**src/sv/rgc_pkg.sv**
```systemverilog
// Shared constants, codes and pipeline item types for the RGB gain clamp.
// Depends on nothing; every other file uses it.
package rgc_pkg;

    localparam int GAIN_FRAC_BITS = 12;
    localparam int CH_W           = 8;
    localparam int GAIN_W         = 16;
    localparam int PROD_W         = CH_W + GAIN_W;
    localparam int NUM_W          = 2 * CH_W;
    localparam int N_CH           = 3;
    localparam int STEP_BITS      = 2;
    localparam int DIV_STEPS      = CH_W / STEP_BITS;
    localparam int STEP_IDX_W     = $clog2(CH_W);

    localparam int CFG_IDX_W  = 2;
    localparam int CFG_DATA_W = GAIN_W;
    localparam int MODE_W     = 2;

    localparam logic [CH_W-1:0]   CH_MAX      = {CH_W{1'b1}};
    localparam logic [PROD_W-1:0] CLAMP_LIMIT = PROD_W'(CH_MAX) << GAIN_FRAC_BITS;
    localparam logic [GAIN_W-1:0] GAIN_RESET  = GAIN_W'(1) << GAIN_FRAC_BITS;

    // pixel_mode codes; the fourth code passes through like MODE_PASS
    localparam logic [MODE_W-1:0] MODE_PASS = 2'd0;
    localparam logic [MODE_W-1:0] MODE_RGB  = 2'd1;
    localparam logic [MODE_W-1:0] MODE_RGBX = 2'd2;
    localparam logic [MODE_W-1:0] MODE_RESET = MODE_RGB;

    // register indexes
    localparam logic [CFG_IDX_W-1:0] REG_GAIN = 2'd0;
    localparam logic [CFG_IDX_W-1:0] REG_MODE = 2'd1;

    typedef logic [N_CH-1:0][CH_W-1:0] t_chans;

    // after the gain multiply
    typedef struct packed {
        logic                          scale;
        t_chans                        ch;
        logic [N_CH-1:0][PROD_W-1:0]   prod;
        logic [CH_W-1:0]               cmax;
        logic [CH_W-1:0]               extra;
        logic                          last;
    } t_prod_item;

    // clamp decision made, ratio divide in flight
    typedef struct packed {
        logic                          scale;
        logic                          over;
        t_chans                        ch;
        t_chans                        lin;
        logic [N_CH-1:0][NUM_W-1:0]    rem;
        t_chans                        quo;
        logic [CH_W-1:0]               div;
        logic [CH_W-1:0]               extra;
        logic                          last;
    } t_work;

endpackage

```
**src/sv/rgc_if.sv**
```systemverilog
// Channel interfaces: pixel in, pixel out and configuration writes.
// Depends on rgc_pkg.
interface rgc_pix_in_if;
    logic                    valid;
    logic                    ready;
    logic [rgc_pkg::CH_W-1:0] red_in;
    logic [rgc_pkg::CH_W-1:0] green_in;
    logic [rgc_pkg::CH_W-1:0] blue_in;
    logic [rgc_pkg::CH_W-1:0] extra_in;
    logic                    last_in;

    modport source (output valid, red_in, green_in, blue_in, extra_in, last_in,
                    input ready);
    modport sink   (input valid, red_in, green_in, blue_in, extra_in, last_in,
                    output ready);
endinterface

interface rgc_pix_out_if;
    logic                    valid;
    logic                    ready;
    logic [rgc_pkg::CH_W-1:0] red_out;
    logic [rgc_pkg::CH_W-1:0] green_out;
    logic [rgc_pkg::CH_W-1:0] blue_out;
    logic [rgc_pkg::CH_W-1:0] extra_out;
    logic                    last_out;

    modport source (output valid, red_out, green_out, blue_out, extra_out, last_out,
                    input ready);
    modport sink   (input valid, red_out, green_out, blue_out, extra_out, last_out,
                    output ready);
endinterface

interface rgc_cfg_if;
    logic                          valid;
    logic                          ready;
    logic [rgc_pkg::CFG_IDX_W-1:0]  index;
    logic [rgc_pkg::CFG_DATA_W-1:0] data;

    modport source (output valid, index, data, input ready);
    modport sink   (input valid, index, data, output ready);
endinterface

```
**src/sv/rgb_gain_ratio_clamp.sv**
```systemverilog
// RGB gain with ratio-preserving clamp, top level.
// Registered stages: multiply, clamp test, then four divide stages that retire
// two quotient bits each. Throughput: one pixel per cycle while the output is
// ready; each stage holds its item on a stall. Reset (sync, active low) empties
// the pipeline and sets gain to unity, pixel mode to three-byte pixels.
// Depends on rgc_pkg, rgc_if and stages.
module rgb_gain_ratio_clamp (
    input  logic          i_clk,
    input  logic          i_rst_n,
    rgc_cfg_if.sink       i_cfg,
    rgc_pix_in_if.sink    i_pix,
    rgc_pix_out_if.source o_pix
);
    import rgc_pkg::*;

    // The user must write configuration only while the pipeline is empty; the block
    // does not enforce this. So every stage may read the live registers.
    logic [GAIN_W-1:0] gain;
    logic [MODE_W-1:0] mode;

    rgc_cfg_regs u_cfg (
        .i_clk   (i_clk),
        .i_rst_n (i_rst_n),
        .i_valid (i_cfg.valid),
        .i_index (i_cfg.index),
        .i_data  (i_cfg.data),
        .o_ready (i_cfg.ready),
        .o_gain  (gain),
        .o_mode  (mode)
    );

    // Stage 1: products c * gain and the largest input channel.
    t_chans     in_ch;
    logic       s1_valid;
    logic       s1_ready;
    t_prod_item s1_item;

    assign in_ch[0] = i_pix.red_in;
    assign in_ch[1] = i_pix.green_in;
    assign in_ch[2] = i_pix.blue_in;

    rgc_gain_mul u_mul (
        .i_clk   (i_clk),
        .i_rst_n (i_rst_n),
        .i_valid (i_pix.valid),
        .i_ch    (in_ch),
        .i_extra (i_pix.extra_in),
        .i_last  (i_pix.last_in),
        .i_gain  (gain),
        .i_mode  (mode),
        .o_ready (i_pix.ready),
        .o_valid (s1_valid),
        .o_item  (s1_item),
        .i_ready (s1_ready)
    );

    // Stage 2: clamp decision. When the largest product passes 255.0 the
    // result is floor(c * 255 / cmax), since the gain divides out.
    logic  dv_valid [DIV_STEPS+1];
    logic  dv_ready [DIV_STEPS+1];
    t_work dv_item  [DIV_STEPS+1];

    rgc_clamp_sel u_sel (
        .i_clk   (i_clk),
        .i_rst_n (i_rst_n),
        .i_valid (s1_valid),
        .i_item  (s1_item),
        .o_ready (s1_ready),
        .o_valid (dv_valid[0]),
        .o_item  (dv_item[0]),
        .i_ready (dv_ready[0])
    );

    // Stages 3 to 6: quotient bits from the top down, two per stage.
    for (genvar s = 0; s < DIV_STEPS; s++) begin : g_div
        rgc_div_step u_step (
            .i_clk     (i_clk),
            .i_rst_n   (i_rst_n),
            .i_top_bit (STEP_IDX_W'(CH_W - 1 - STEP_BITS * s)),
            .i_valid   (dv_valid[s]),
            .i_item    (dv_item[s]),
            .o_ready   (dv_ready[s]),
            .o_valid   (dv_valid[s+1]),
            .o_item    (dv_item[s+1]),
            .i_ready   (dv_ready[s+1])
        );
    end

    // Result select: pass-through modes keep the input bytes, otherwise the
    // clamped ratio or the plain truncated product.
    t_work  fin;
    t_chans res;

    assign fin = dv_item[DIV_STEPS];

    always_comb begin
        for (int k = 0; k < N_CH; k++) begin
            if (!fin.scale) begin
                res[k] = fin.ch[k];
            end else if (fin.over) begin
                res[k] = fin.quo[k];
            end else begin
                res[k] = fin.lin[k];
            end
        end
    end

    assign dv_ready[DIV_STEPS] = o_pix.ready;
    assign o_pix.valid     = dv_valid[DIV_STEPS];
    assign o_pix.red_out   = res[0];
    assign o_pix.green_out = res[1];
    assign o_pix.blue_out  = res[2];
    assign o_pix.extra_out = fin.extra;
    assign o_pix.last_out  = fin.last;

    // Reset empties the pipeline by the next edge.
    a_reset_empty: assert property (@(posedge i_clk) !i_rst_n |=> !o_pix.valid)
        else $error("result valid right after reset");

    // The clamp path only ever comes from a scaling mode with a live divisor.
    a_over_div: assert property (@(posedge i_clk) disable iff (!i_rst_n)
        o_pix.valid && fin.over |-> fin.scale && (fin.div != '0))
        else $error("clamp with zero divisor or in pass-through mode");

    // With clamping, the brightest channel lands exactly on full scale.
    a_over_peak: assert property (@(posedge i_clk) disable iff (!i_rst_n)
        o_pix.valid && fin.over |->
            (fin.quo[0] == CH_MAX) || (fin.quo[1] == CH_MAX) || (fin.quo[2] == CH_MAX))
        else $error("clamped pixel has no channel at full scale");

endmodule

```
**src/sv/rgc_cfg_regs.sv**
```systemverilog
// Configuration registers: gain and pixel mode.
// Depends on rgc_pkg.
module rgc_cfg_regs (
    input  logic                          i_clk,
    input  logic                          i_rst_n,
    input  logic                          i_valid,
    input  logic [rgc_pkg::CFG_IDX_W-1:0]  i_index,
    input  logic [rgc_pkg::CFG_DATA_W-1:0] i_data,
    output logic                          o_ready,
    output logic [rgc_pkg::GAIN_W-1:0]     o_gain,
    output logic [rgc_pkg::MODE_W-1:0]     o_mode
);
    import rgc_pkg::*;

    logic [GAIN_W-1:0] r_gain;
    logic [MODE_W-1:0] r_mode;

    assign o_ready = 1'b1;

    always_ff @(posedge i_clk) begin
        if (!i_rst_n) begin
            r_gain <= GAIN_RESET;
            r_mode <= MODE_RESET;
        end else if (i_valid) begin
            case (i_index)
                REG_GAIN: r_gain <= i_data[GAIN_W-1:0];
                REG_MODE: r_mode <= i_data[MODE_W-1:0];
                default:  ;   // unknown index, dropped
            endcase
        end
    end

    assign o_gain = r_gain;
    assign o_mode = r_mode;

endmodule

```
**src/sv/rgc_gain_mul.sv**
```systemverilog
// Stage 1: per-channel gain products, channel maximum, mode decode.
// Depends on rgc_pkg.
module rgc_gain_mul (
    input  logic                       i_clk,
    input  logic                       i_rst_n,
    input  logic                       i_valid,
    input  rgc_pkg::t_chans            i_ch,
    input  logic [rgc_pkg::CH_W-1:0]   i_extra,
    input  logic                       i_last,
    input  logic [rgc_pkg::GAIN_W-1:0] i_gain,
    input  logic [rgc_pkg::MODE_W-1:0] i_mode,
    output logic                       o_ready,
    output logic                       o_valid,
    output rgc_pkg::t_prod_item        o_item,
    input  logic                       i_ready
);
    import rgc_pkg::*;

    logic       r_valid;
    t_prod_item r_item;
    t_prod_item n_item;

    always_comb begin
        n_item.scale = (i_mode == MODE_RGB) || (i_mode == MODE_RGBX);
        n_item.ch    = i_ch;
        n_item.last  = i_last;
        n_item.extra = (i_mode == MODE_RGB) ? '0 : i_extra;
        for (int k = 0; k < N_CH; k++) begin
            n_item.prod[k] = PROD_W'(i_ch[k]) * PROD_W'(i_gain);
        end
        n_item.cmax = i_ch[0];
        if (i_ch[1] > n_item.cmax) n_item.cmax = i_ch[1];
        if (i_ch[2] > n_item.cmax) n_item.cmax = i_ch[2];
    end

    assign o_ready = !r_valid || i_ready;

    always_ff @(posedge i_clk) begin
        if (!i_rst_n) begin
            r_valid <= 1'b0;
        end else if (o_ready) begin
            r_valid <= i_valid;
        end
    end

    always_ff @(posedge i_clk) begin
        if (o_ready && i_valid) begin
            r_item <= n_item;
        end
    end

    assign o_valid = r_valid;
    assign o_item  = r_item;

endmodule

```
**src/sv/rgc_clamp_sel.sv**
```systemverilog
// Stage 2: overflow test on the largest product, linear result, divide setup.
// Depends on rgc_pkg.
module rgc_clamp_sel (
    input  logic                i_clk,
    input  logic                i_rst_n,
    input  logic                i_valid,
    input  rgc_pkg::t_prod_item i_item,
    output logic                o_ready,
    output logic                o_valid,
    output rgc_pkg::t_work      o_item,
    input  logic                i_ready
);
    import rgc_pkg::*;

    logic              r_valid;
    t_work             r_item;
    t_work             n_item;
    logic [PROD_W-1:0] top;

    always_comb begin
        top = i_item.prod[0];
        if (i_item.prod[1] > top) top = i_item.prod[1];
        if (i_item.prod[2] > top) top = i_item.prod[2];

        n_item.scale = i_item.scale;
        n_item.over  = i_item.scale && (top > CLAMP_LIMIT);
        n_item.ch    = i_item.ch;
        n_item.div   = i_item.cmax;
        n_item.extra = i_item.extra;
        n_item.last  = i_item.last;
        n_item.quo   = '0;
        for (int k = 0; k < N_CH; k++) begin
            n_item.lin[k] = i_item.prod[k][GAIN_FRAC_BITS +: CH_W];
            // c * 255; gain cancels out of p * 255 / max(p)
            n_item.rem[k] = (NUM_W'(i_item.ch[k]) << CH_W) - NUM_W'(i_item.ch[k]);
        end
    end

    assign o_ready = !r_valid || i_ready;

    always_ff @(posedge i_clk) begin
        if (!i_rst_n) begin
            r_valid <= 1'b0;
        end else if (o_ready) begin
            r_valid <= i_valid;
        end
    end

    always_ff @(posedge i_clk) begin
        if (o_ready && i_valid) begin
            r_item <= n_item;
        end
    end

    assign o_valid = r_valid;
    assign o_item  = r_item;

endmodule

```
**src/sv/rgc_div_step.sv**
```systemverilog
// Divide stage: retires STEP_BITS quotient bits per lane, restoring form.
// Depends on rgc_pkg.
module rgc_div_step (
    input  logic                           i_clk,
    input  logic                           i_rst_n,
    input  logic [rgc_pkg::STEP_IDX_W-1:0] i_top_bit,
    input  logic                           i_valid,
    input  rgc_pkg::t_work                 i_item,
    output logic                           o_ready,
    output logic                           o_valid,
    output rgc_pkg::t_work                 o_item,
    input  logic                           i_ready
);
    import rgc_pkg::*;

    logic                  r_valid;
    t_work                 r_item;
    t_work                 n_item;
    logic [STEP_IDX_W-1:0] bit_pos;
    logic [NUM_W-1:0]      shifted;

    always_comb begin
        n_item  = i_item;
        bit_pos = '0;
        shifted = '0;
        for (int j = 0; j < STEP_BITS; j++) begin
            bit_pos = i_top_bit - STEP_IDX_W'(j);
            shifted = NUM_W'(i_item.div) << bit_pos;
            for (int k = 0; k < N_CH; k++) begin
                if (n_item.rem[k] >= shifted) begin
                    n_item.rem[k]          = n_item.rem[k] - shifted;
                    n_item.quo[k][bit_pos] = 1'b1;
                end
            end
        end
    end

    assign o_ready = !r_valid || i_ready;

    always_ff @(posedge i_clk) begin
        if (!i_rst_n) begin
            r_valid <= 1'b0;
        end else if (o_ready) begin
            r_valid <= i_valid;
        end
    end

    always_ff @(posedge i_clk) begin
        if (o_ready && i_valid) begin
            r_item <= n_item;
        end
    end

    assign o_valid = r_valid;
    assign o_item  = r_item;

endmodule
```
**src/flat_wrapper.sv**
```systemverilog
// flat-port wrapper written by rule: the top's interface ports become plain ports
module rgb_gain_ratio_clamp_flat import rgc_pkg::*;
  (i_clk, i_rst_n, i_cfg_valid, i_cfg_index, i_cfg_data, i_cfg_ready, i_pix_valid, i_pix_red_in, i_pix_green_in, i_pix_blue_in, i_pix_extra_in, i_pix_last_in, i_pix_ready, o_pix_valid, o_pix_red_out, o_pix_green_out, o_pix_blue_out, o_pix_extra_out, o_pix_last_out, o_pix_ready);
  rgc_cfg_if i_cfg_i ();
  rgc_pix_in_if i_pix_i ();
  rgc_pix_out_if o_pix_i ();
  input  logic i_clk;
  input  logic i_rst_n;
  input wire logic [$bits(i_cfg_i.valid)-1:0] i_cfg_valid;
  input wire logic [$bits(i_cfg_i.index)-1:0] i_cfg_index;
  input wire logic [$bits(i_cfg_i.data)-1:0] i_cfg_data;
  output wire logic [$bits(i_cfg_i.ready)-1:0] i_cfg_ready;
  input wire logic [$bits(i_pix_i.valid)-1:0] i_pix_valid;
  input wire logic [$bits(i_pix_i.red_in)-1:0] i_pix_red_in;
  input wire logic [$bits(i_pix_i.green_in)-1:0] i_pix_green_in;
  input wire logic [$bits(i_pix_i.blue_in)-1:0] i_pix_blue_in;
  input wire logic [$bits(i_pix_i.extra_in)-1:0] i_pix_extra_in;
  input wire logic [$bits(i_pix_i.last_in)-1:0] i_pix_last_in;
  output wire logic [$bits(i_pix_i.ready)-1:0] i_pix_ready;
  output wire logic [$bits(o_pix_i.valid)-1:0] o_pix_valid;
  output wire logic [$bits(o_pix_i.red_out)-1:0] o_pix_red_out;
  output wire logic [$bits(o_pix_i.green_out)-1:0] o_pix_green_out;
  output wire logic [$bits(o_pix_i.blue_out)-1:0] o_pix_blue_out;
  output wire logic [$bits(o_pix_i.extra_out)-1:0] o_pix_extra_out;
  output wire logic [$bits(o_pix_i.last_out)-1:0] o_pix_last_out;
  input wire logic [$bits(o_pix_i.ready)-1:0] o_pix_ready;
  assign i_cfg_i.valid = i_cfg_valid;
  assign i_cfg_i.index = i_cfg_index;
  assign i_cfg_i.data = i_cfg_data;
  assign i_cfg_ready = i_cfg_i.ready;
  assign i_pix_i.valid = i_pix_valid;
  assign i_pix_i.red_in = i_pix_red_in;
  assign i_pix_i.green_in = i_pix_green_in;
  assign i_pix_i.blue_in = i_pix_blue_in;
  assign i_pix_i.extra_in = i_pix_extra_in;
  assign i_pix_i.last_in = i_pix_last_in;
  assign i_pix_ready = i_pix_i.ready;
  assign o_pix_valid = o_pix_i.valid;
  assign o_pix_red_out = o_pix_i.red_out;
  assign o_pix_green_out = o_pix_i.green_out;
  assign o_pix_blue_out = o_pix_i.blue_out;
  assign o_pix_extra_out = o_pix_i.extra_out;
  assign o_pix_last_out = o_pix_i.last_out;
  assign o_pix_i.ready = o_pix_ready;
  rgb_gain_ratio_clamp u_core (.i_clk(i_clk), .i_rst_n(i_rst_n), .i_cfg(i_cfg_i), .i_pix(i_pix_i), .o_pix(o_pix_i));
endmodule
```
**config.mk**
```make
export PLATFORM = sky130hd
export DESIGN_NAME = rgb_gain_ratio_clamp_flat
export DESIGN_NICKNAME = d
export VERILOG_FILES = /design/src/sv/rgc_pkg.sv /design/src/sv/rgc_if.sv /design/src/sv/rgb_gain_ratio_clamp.sv /design/src/sv/rgc_cfg_regs.sv /design/src/sv/rgc_gain_mul.sv /design/src/sv/rgc_clamp_sel.sv /design/src/sv/rgc_div_step.sv /design/src/flat_wrapper.sv
export SDC_FILE = /design/constraint.sdc
export NUM_CORES = 2
export LEC_CHECK = 0
export BUFFER_PORTS_ARGS = -buffer_cell sky130_fd_sc_hd__clkbuf_2
export CELL_PAD_IN_SITES_DETAIL_PLACEMENT = 0
export CELL_PAD_IN_SITES_GLOBAL_PLACEMENT = 1
export CORE_MARGIN = 4
export CORE_UTILIZATION = 47
export DETAILED_ROUTE_END_ITERATION = 7
export PLACE_DENSITY = 0.81
export REMOVE_ABC_BUFFERS = 1
export SYNTH_ARGS = -nofsm -noshare
export SYNTH_HDL_FRONTEND = slang
export SYNTH_SLANG_ARGS = --single-unit
```
**constraint.sdc**
```tcl
create_clock -name i_clk -period 11.2 [get_ports i_clk]
set_clock_uncertainty 0.1 [all_clocks]
set_input_delay 1.68 -clock i_clk [delete_from_list [all_inputs] [get_ports i_clk]]
set_output_delay 1.68 -clock i_clk [all_outputs]
set_load 0.03 [all_outputs]
```
==> report_table.html <==
<table>
<tr><th>Metric</th><th>Value</th></tr>
<tr><th colspan="2">Power and ir drop</th></tr>
<tr><td>Part of the power in registers</td><td>between 40% and 50%</td></tr>
<tr><td>Power density relative to cell area</td><td>132 mW/mm^2</td></tr>
<tr><td>Net switching component of the power</td><td>1770 uW</td></tr>
<tr><td>Switching part of the total power</td><td>a little over a quarter</td></tr>
<tr><td>Portion of total power attributed to the clock network</td><td>around 39%</td></tr>
<tr><td>Gate power share</td><td>15.6%</td></tr>
<tr><td>Standby leakage power</td><td>0.0207 uW</td></tr>
<tr><td>Overall power consumption</td><td>6810 uW</td></tr>
<tr><td>Peak supply drop</td><td>117 uV</td></tr>
<tr><td>Internal power consumption</td><td>approximately 5000 uW</td></tr>
<tr><th colspan="2">Yosys</th></tr>
<tr><td>Count of flip-flops with a built-in enable after synthesis</td><td>681</td></tr>
<tr><td>Synthesized instance count</td><td>around 4200</td></tr>
<tr><td>Yosys warning total</td><td>0</td></tr>
<tr><td>Ys async rst share</td><td>0%</td></tr>
<tr><td>Count of unique library cells instantiated by Yosys</td><td>87</td></tr>
<tr><td>Most used standard cells in the synthesized netlist</td><td>sky130_fd_sc_hd__edfxtp_1, sky130_fd_sc_hd__inv_1, sky130_fd_sc_hd__ha_1</td></tr>
<tr><td>Average size of a mapped cell</td><td>11.3 sq um</td></tr>
<tr><td>Top cells by area in the synthesized netlist</td><td>sky130_fd_sc_hd__edfxtp_1, sky130_fd_sc_hd__fa_1, sky130_fd_sc_hd__ha_1, sky130_fd_sc_hd__inv_1, sky130_fd_sc_hd__nand2_1</td></tr>
<tr><td>Total standard cell area after synthesis</td><td>0.0472 sq mm</td></tr>
<tr><td>Primary FF master, synth</td><td>sky130_fd_sc_hd__edfxtp_1</td></tr>
<tr><td>Leading area contributor after synthesis</td><td>sky130_fd_sc_hd__edfxtp_1</td></tr>
<tr><td>Fraction of synthesized cell area taken by the top area cell type</td><td>43.3%</td></tr>
<tr><td>Part of the Yosys area used for sequential elements</td><td>44.3%</td></tr>
<tr><td>Most repeated cell in the gate-level netlist after synthesis</td><td>sky130_fd_sc_hd__edfxtp_1</td></tr>
<tr><td>Number of storage elements in the synthesis netlist</td><td>705</td></tr>
<tr><th colspan="2">Routing</th></tr>
<tr><td>DR WL met2</td><td>50700 um</td></tr>
<tr><td>DRC Markers</td><td>0</td></tr>
<tr><td>Routed wire length on met3</td><td>~3500 um</td></tr>
<tr><td>Detail Route Antenna Nets</td><td>0</td></tr>
<tr><td>Metal-1 WL</td><td>between 40000 and 50000 um</td></tr>
<tr><td>Routed WL</td><td>105000 um</td></tr>
<tr><td>DR vias/cell</td><td>between 5 and 6</td></tr>
<tr><td>Top Layer Used</td><td>met4</td></tr>
<tr><td>Via count</td><td>30500</td></tr>
<tr><td>Number of design-rule violations left by the first detailed-router iteration</td><td>1749</td></tr>
<tr><td>Detail-routed net length per standard cell</td><td>~19 um</td></tr>
<tr><td>Count of TritonRoute iterations in the first routing pass</td><td>7</td></tr>
<tr><th colspan="2">Floorplan</th></tr>
<tr><td>Die height</td><td>325 um</td></tr>
<tr><td>Placement row count</td><td>116</td></tr>
<tr><td>Floorplan Core Area</td><td>roughly 0.10 sq mm</td></tr>
<tr><td>Effective utilization at floorplan</td><td>47.3%</td></tr>
<tr><td>Die Footprint</td><td>between 0.1 and 0.15 sq mm</td></tr>
<tr><td>I/O pin total</td><td>92</td></tr>
<tr><td>Die X</td><td>325 um</td></tr>
<tr><th colspan="2">Final layout</th></tr>
<tr><td>Net count, final</td><td>4989</td></tr>
<tr><td>Finished Cell Area</td><td>approximately 0.052 sq mm</td></tr>
<tr><td>Share of layout cells above drive strength 1</td><td>7.93%</td></tr>
<tr><td>Final instance count without filler cells</td><td>about 5600</td></tr>
<tr><td>Number of antenna cells inserted</td><td>0</td></tr>
<tr><td>Area overhead of the layout relative to synthesis</td><td>9.62%</td></tr>
<tr><th colspan="2">Clock tree</th></tr>
<tr><td>Number of clock sinks</td><td>705</td></tr>
<tr><td>Maximum count of clock buffers along a single path</td><td>3</td></tr>
<tr><td>Clock H-tree levels</td><td>3</td></tr>
<tr><td>Total CTS buffers</td><td>75</td></tr>
<tr><td>Number of buffers added to fix hold violations after cts</td><td>0</td></tr>
<tr><td>Worst-Skew Late Latency</td><td>640 ps</td></tr>
<tr><td>Clock transition time at the flip-flop clock pins of the worst setup and hold paths</td><td>60 ps</td></tr>
<tr><td>Library cell used as clock root buffer</td><td>sky130_fd_sc_hd__clkbuf_16</td></tr>
<tr><td>Total setup buffers inserted after CTS</td><td>0</td></tr>
<tr><td>Count of instances resized after the clock tree is built</td><td>0</td></tr>
<tr><td>Clock tree from TritonCTS</td><td>built</td></tr>
<tr><th colspan="2">Timing</th></tr>
<tr><td>Total negative slack</td><td>0 ps</td></tr>
<tr><td>Tightest Pin Transition</td><td>about 1200 ps</td></tr>
<tr><td>Final critical-path share of the clock period</td><td>58.2%</td></tr>
<tr><td>Worst hold margin</td><td>287 ps</td></tr>
<tr><td>Pins over their slew limit</td><td>0</td></tr>
<tr><td>Total of endpoints with negative setup slack in the final report</td><td>0</td></tr>
<tr><td>RSZ-0062 raised after global routing</td><td>no</td></tr>
<tr><td>Number of hold-slack violations in the final timing report</td><td>0</td></tr>
<tr><td>Worst slew margin</td><td>22.8%</td></tr>
<tr><td>Post-layout minimum cycle time</td><td>roughly 6500 ps</td></tr>
<tr><td>Fmax</td><td>0.153 GHz</td></tr>
<tr><th colspan="2">GRT</th></tr>
<tr><td>Via count of the first global-routing pass</td><td>30600</td></tr>
<tr><td>Grt ovf</td><td>0</td></tr>
<tr><td>Number of antenna violations at the first check in global routing</td><td>1</td></tr>
<tr><td>Total track usage</td><td>19.8%</td></tr>
<tr><td>Largest net degree at the start of global routing</td><td>75</td></tr>
<tr><td>Global-route wire length before repair</td><td>168000 um</td></tr>
<tr><th colspan="2">Critical path</th></tr>
<tr><td>Classification of the worst setup path</td><td>input pin to flip-flop</td></tr>
<tr><td>Required time of the worst setup path</td><td>11450 ps</td></tr>
<tr><td>Worst setup EP type</td><td>flip-flop</td></tr>
<tr><td>Biggest fanout along the worst timing path</td><td>19</td></tr>
<tr><td>Kind of start point of the critical path</td><td>input pin</td></tr>
<tr><td>WP data arrival</td><td>around 6800 ps</td></tr>
<tr><th colspan="2">Place</th></tr>
<tr><td>Area after DPL</td><td>0.0491 sq mm</td></tr>
<tr><td>Half-perimeter wire length after detailed placement</td><td>~79000 um</td></tr>
<tr><td>Count of input and output buffers</td><td>90</td></tr>
<tr><td>Final estimated routing congestion in global placement</td><td>around 0.86</td></tr>
<tr><td>DP Cell Count</td><td>5489</td></tr>
<tr><th colspan="2">Min path</th></tr>
<tr><td>Worst Hold Class</td><td>flip-flop to flip-flop</td></tr>
<tr><th colspan="2">Outcome</th></tr>
<tr><td>Run status</td><td>completed</td></tr>
<tr><th colspan="2">Run</th></tr>
<tr><td>Max capacitance violation total</td><td>0</td></tr>
</table>
cell usage in the layout (no fill, tap or decap), drive strengths merged, types with 12 or more instances in the layout:
cell type / synthesis / routed
edfxtp: 681 / 681
inv: 421 / 432
ha: 392 / 392
nand2: 371 / 371
fa: 273 / 273
nor2: 242 / 242
a21oi: 222 / 222
and2: 193 / 193
o21ai: 183 / 183
clkbuf: 97 / 172
xnor2: 130 / 130
mux2i: 82 / 82
a21o: 74 / 74
nor2b: 69 / 69
mux2: 66 / 66
nor3: 65 / 65
xor2: 62 / 62
nand2b: 55 / 55
nand4: 54 / 54
o21a: 49 / 49
nor4: 40 / 40
nand3: 39 / 39
or3: 34 / 34
a21boi: 34 / 34
buf: 20 / 30
clkinv: 0 / 25
dfxtp: 24 / 24
a211oi: 23 / 23
o31a: 18 / 18
o21bai: 16 / 16
and3: 15 / 15
bufinv: 0 / 13
o211ai: 12 / 12
o31ai: 12 / 12
through the flow:
step / setup slack (ps) / utilization (%)
6_report: 4680 / 51.8
5_1_grt: 4280 / 51.8
4_1_cts: 4730 / 51.8
3_5_place_dp: 4070 / 49.2
3_3_place_gp: 4220 / 49.2
2_1_floorplan: -870 / -
power by group through the flow:
stage / Sequential, uW / Clock, uW / Combinational [uW]
floorplan: 3150 / 0 / 778
global placement: 3170 / 0 / 1040
detailed placement: 3180 / 0 / 1050
CTS: 3120 / 2700 / 1060
global route: 3130 / 2810 / 1200
finish: 3120 / 2630 / 1060
registers in the layout, summed over array words and instances (netlist names):
| name | count |
|---|---|
| u_core.g_div.u_step.o_valid | 4 |
| u_core.u_cfg.o_gain | 16 |
| u_core.u_sel.o_item | 112 |
| u_core.g_div.u_step.o_item | 455 |
| u_core.u_mul.o_valid | 1 |
| u_core.u_mul.o_item | 114 |
| u_core.u_sel.o_valid | 1 |
| u_core.u_cfg.o_mode | 2 |
layer usage:
metal,track usage [%],vias up
met1,26.3,14800
met2,34.0,606
li1,-,14900
met5,0,-
met4,7.21,0
met3,1.97,176
worst max-delay path, cell delays in order:
cell	delay [ps]
sky130_fd_sc_hd__clkbuf_2	280
sky130_fd_sc_hd__and2_1	280
sky130_fd_sc_hd__fa_1	530
sky130_fd_sc_hd__inv_1	50
sky130_fd_sc_hd__fa_1	550
sky130_fd_sc_hd__fa_1	430
sky130_fd_sc_hd__fa_1	490
sky130_fd_sc_hd__inv_1	40
sky130_fd_sc_hd__ha_1	220
sky130_fd_sc_hd__nor3_1	300
sky130_fd_sc_hd__o211ai_1	180
sky130_fd_sc_hd__a41oi_1	380
sky130_fd_sc_hd__o21ai_0	200
sky130_fd_sc_hd__or4_1	450
sky130_fd_sc_hd__and3_1	200
sky130_fd_sc_hd__o21ai_0	170
sky130_fd_sc_hd__a21boi_0	140
sky130_fd_sc_hd__xor2_1	170
worst paths after layout:
check / startpoint / to / slack (ps) / cells past startpoint
worst max-delay path: i_pix_red_in[2] / u_core.u_mul.o_item[39] / 4680 / 18
worst min-delay path: u_core.g_div[1].u_step.o_item[124] / u_core.g_div[2].u_step.o_item[124] / 290 / 0
worst max register to register: u_core.g_div[1].u_step.o_item[10] / u_core.g_div[2].u_step.o_item[70] / 4990 / 15
worst min register to register: u_core.g_div[1].u_step.o_item[124] / u_core.g_div[2].u_step.o_item[124] / 290 / 0
cell families after synthesis:
group | count (synthesis) | synth area share [%]
xor+xnor | 192 | 3.56
simple gates | 1226 | 13.0
buf+inv | 538 | 4.39
mux | 148 | 3.34
other cells | 1 | 0.00794
flops | 705 | 44.3
fa+ha+maj | 665 | 22.0
compound gates | 713 | 9.43
area by class of cell:
class | count | area, sq um
multi-input combinational | 2945 | 24300
clock inverter | 54 | 724
timing repair buffer | 120 | 676
tap | 1298 | 1620
sequential | 705 | 20900
inverter | 421 | 1580
fill | 8768 | 48100
clock buffer | 82 | 1920
No activity file was read; power rests on OpenSTA's default activity.
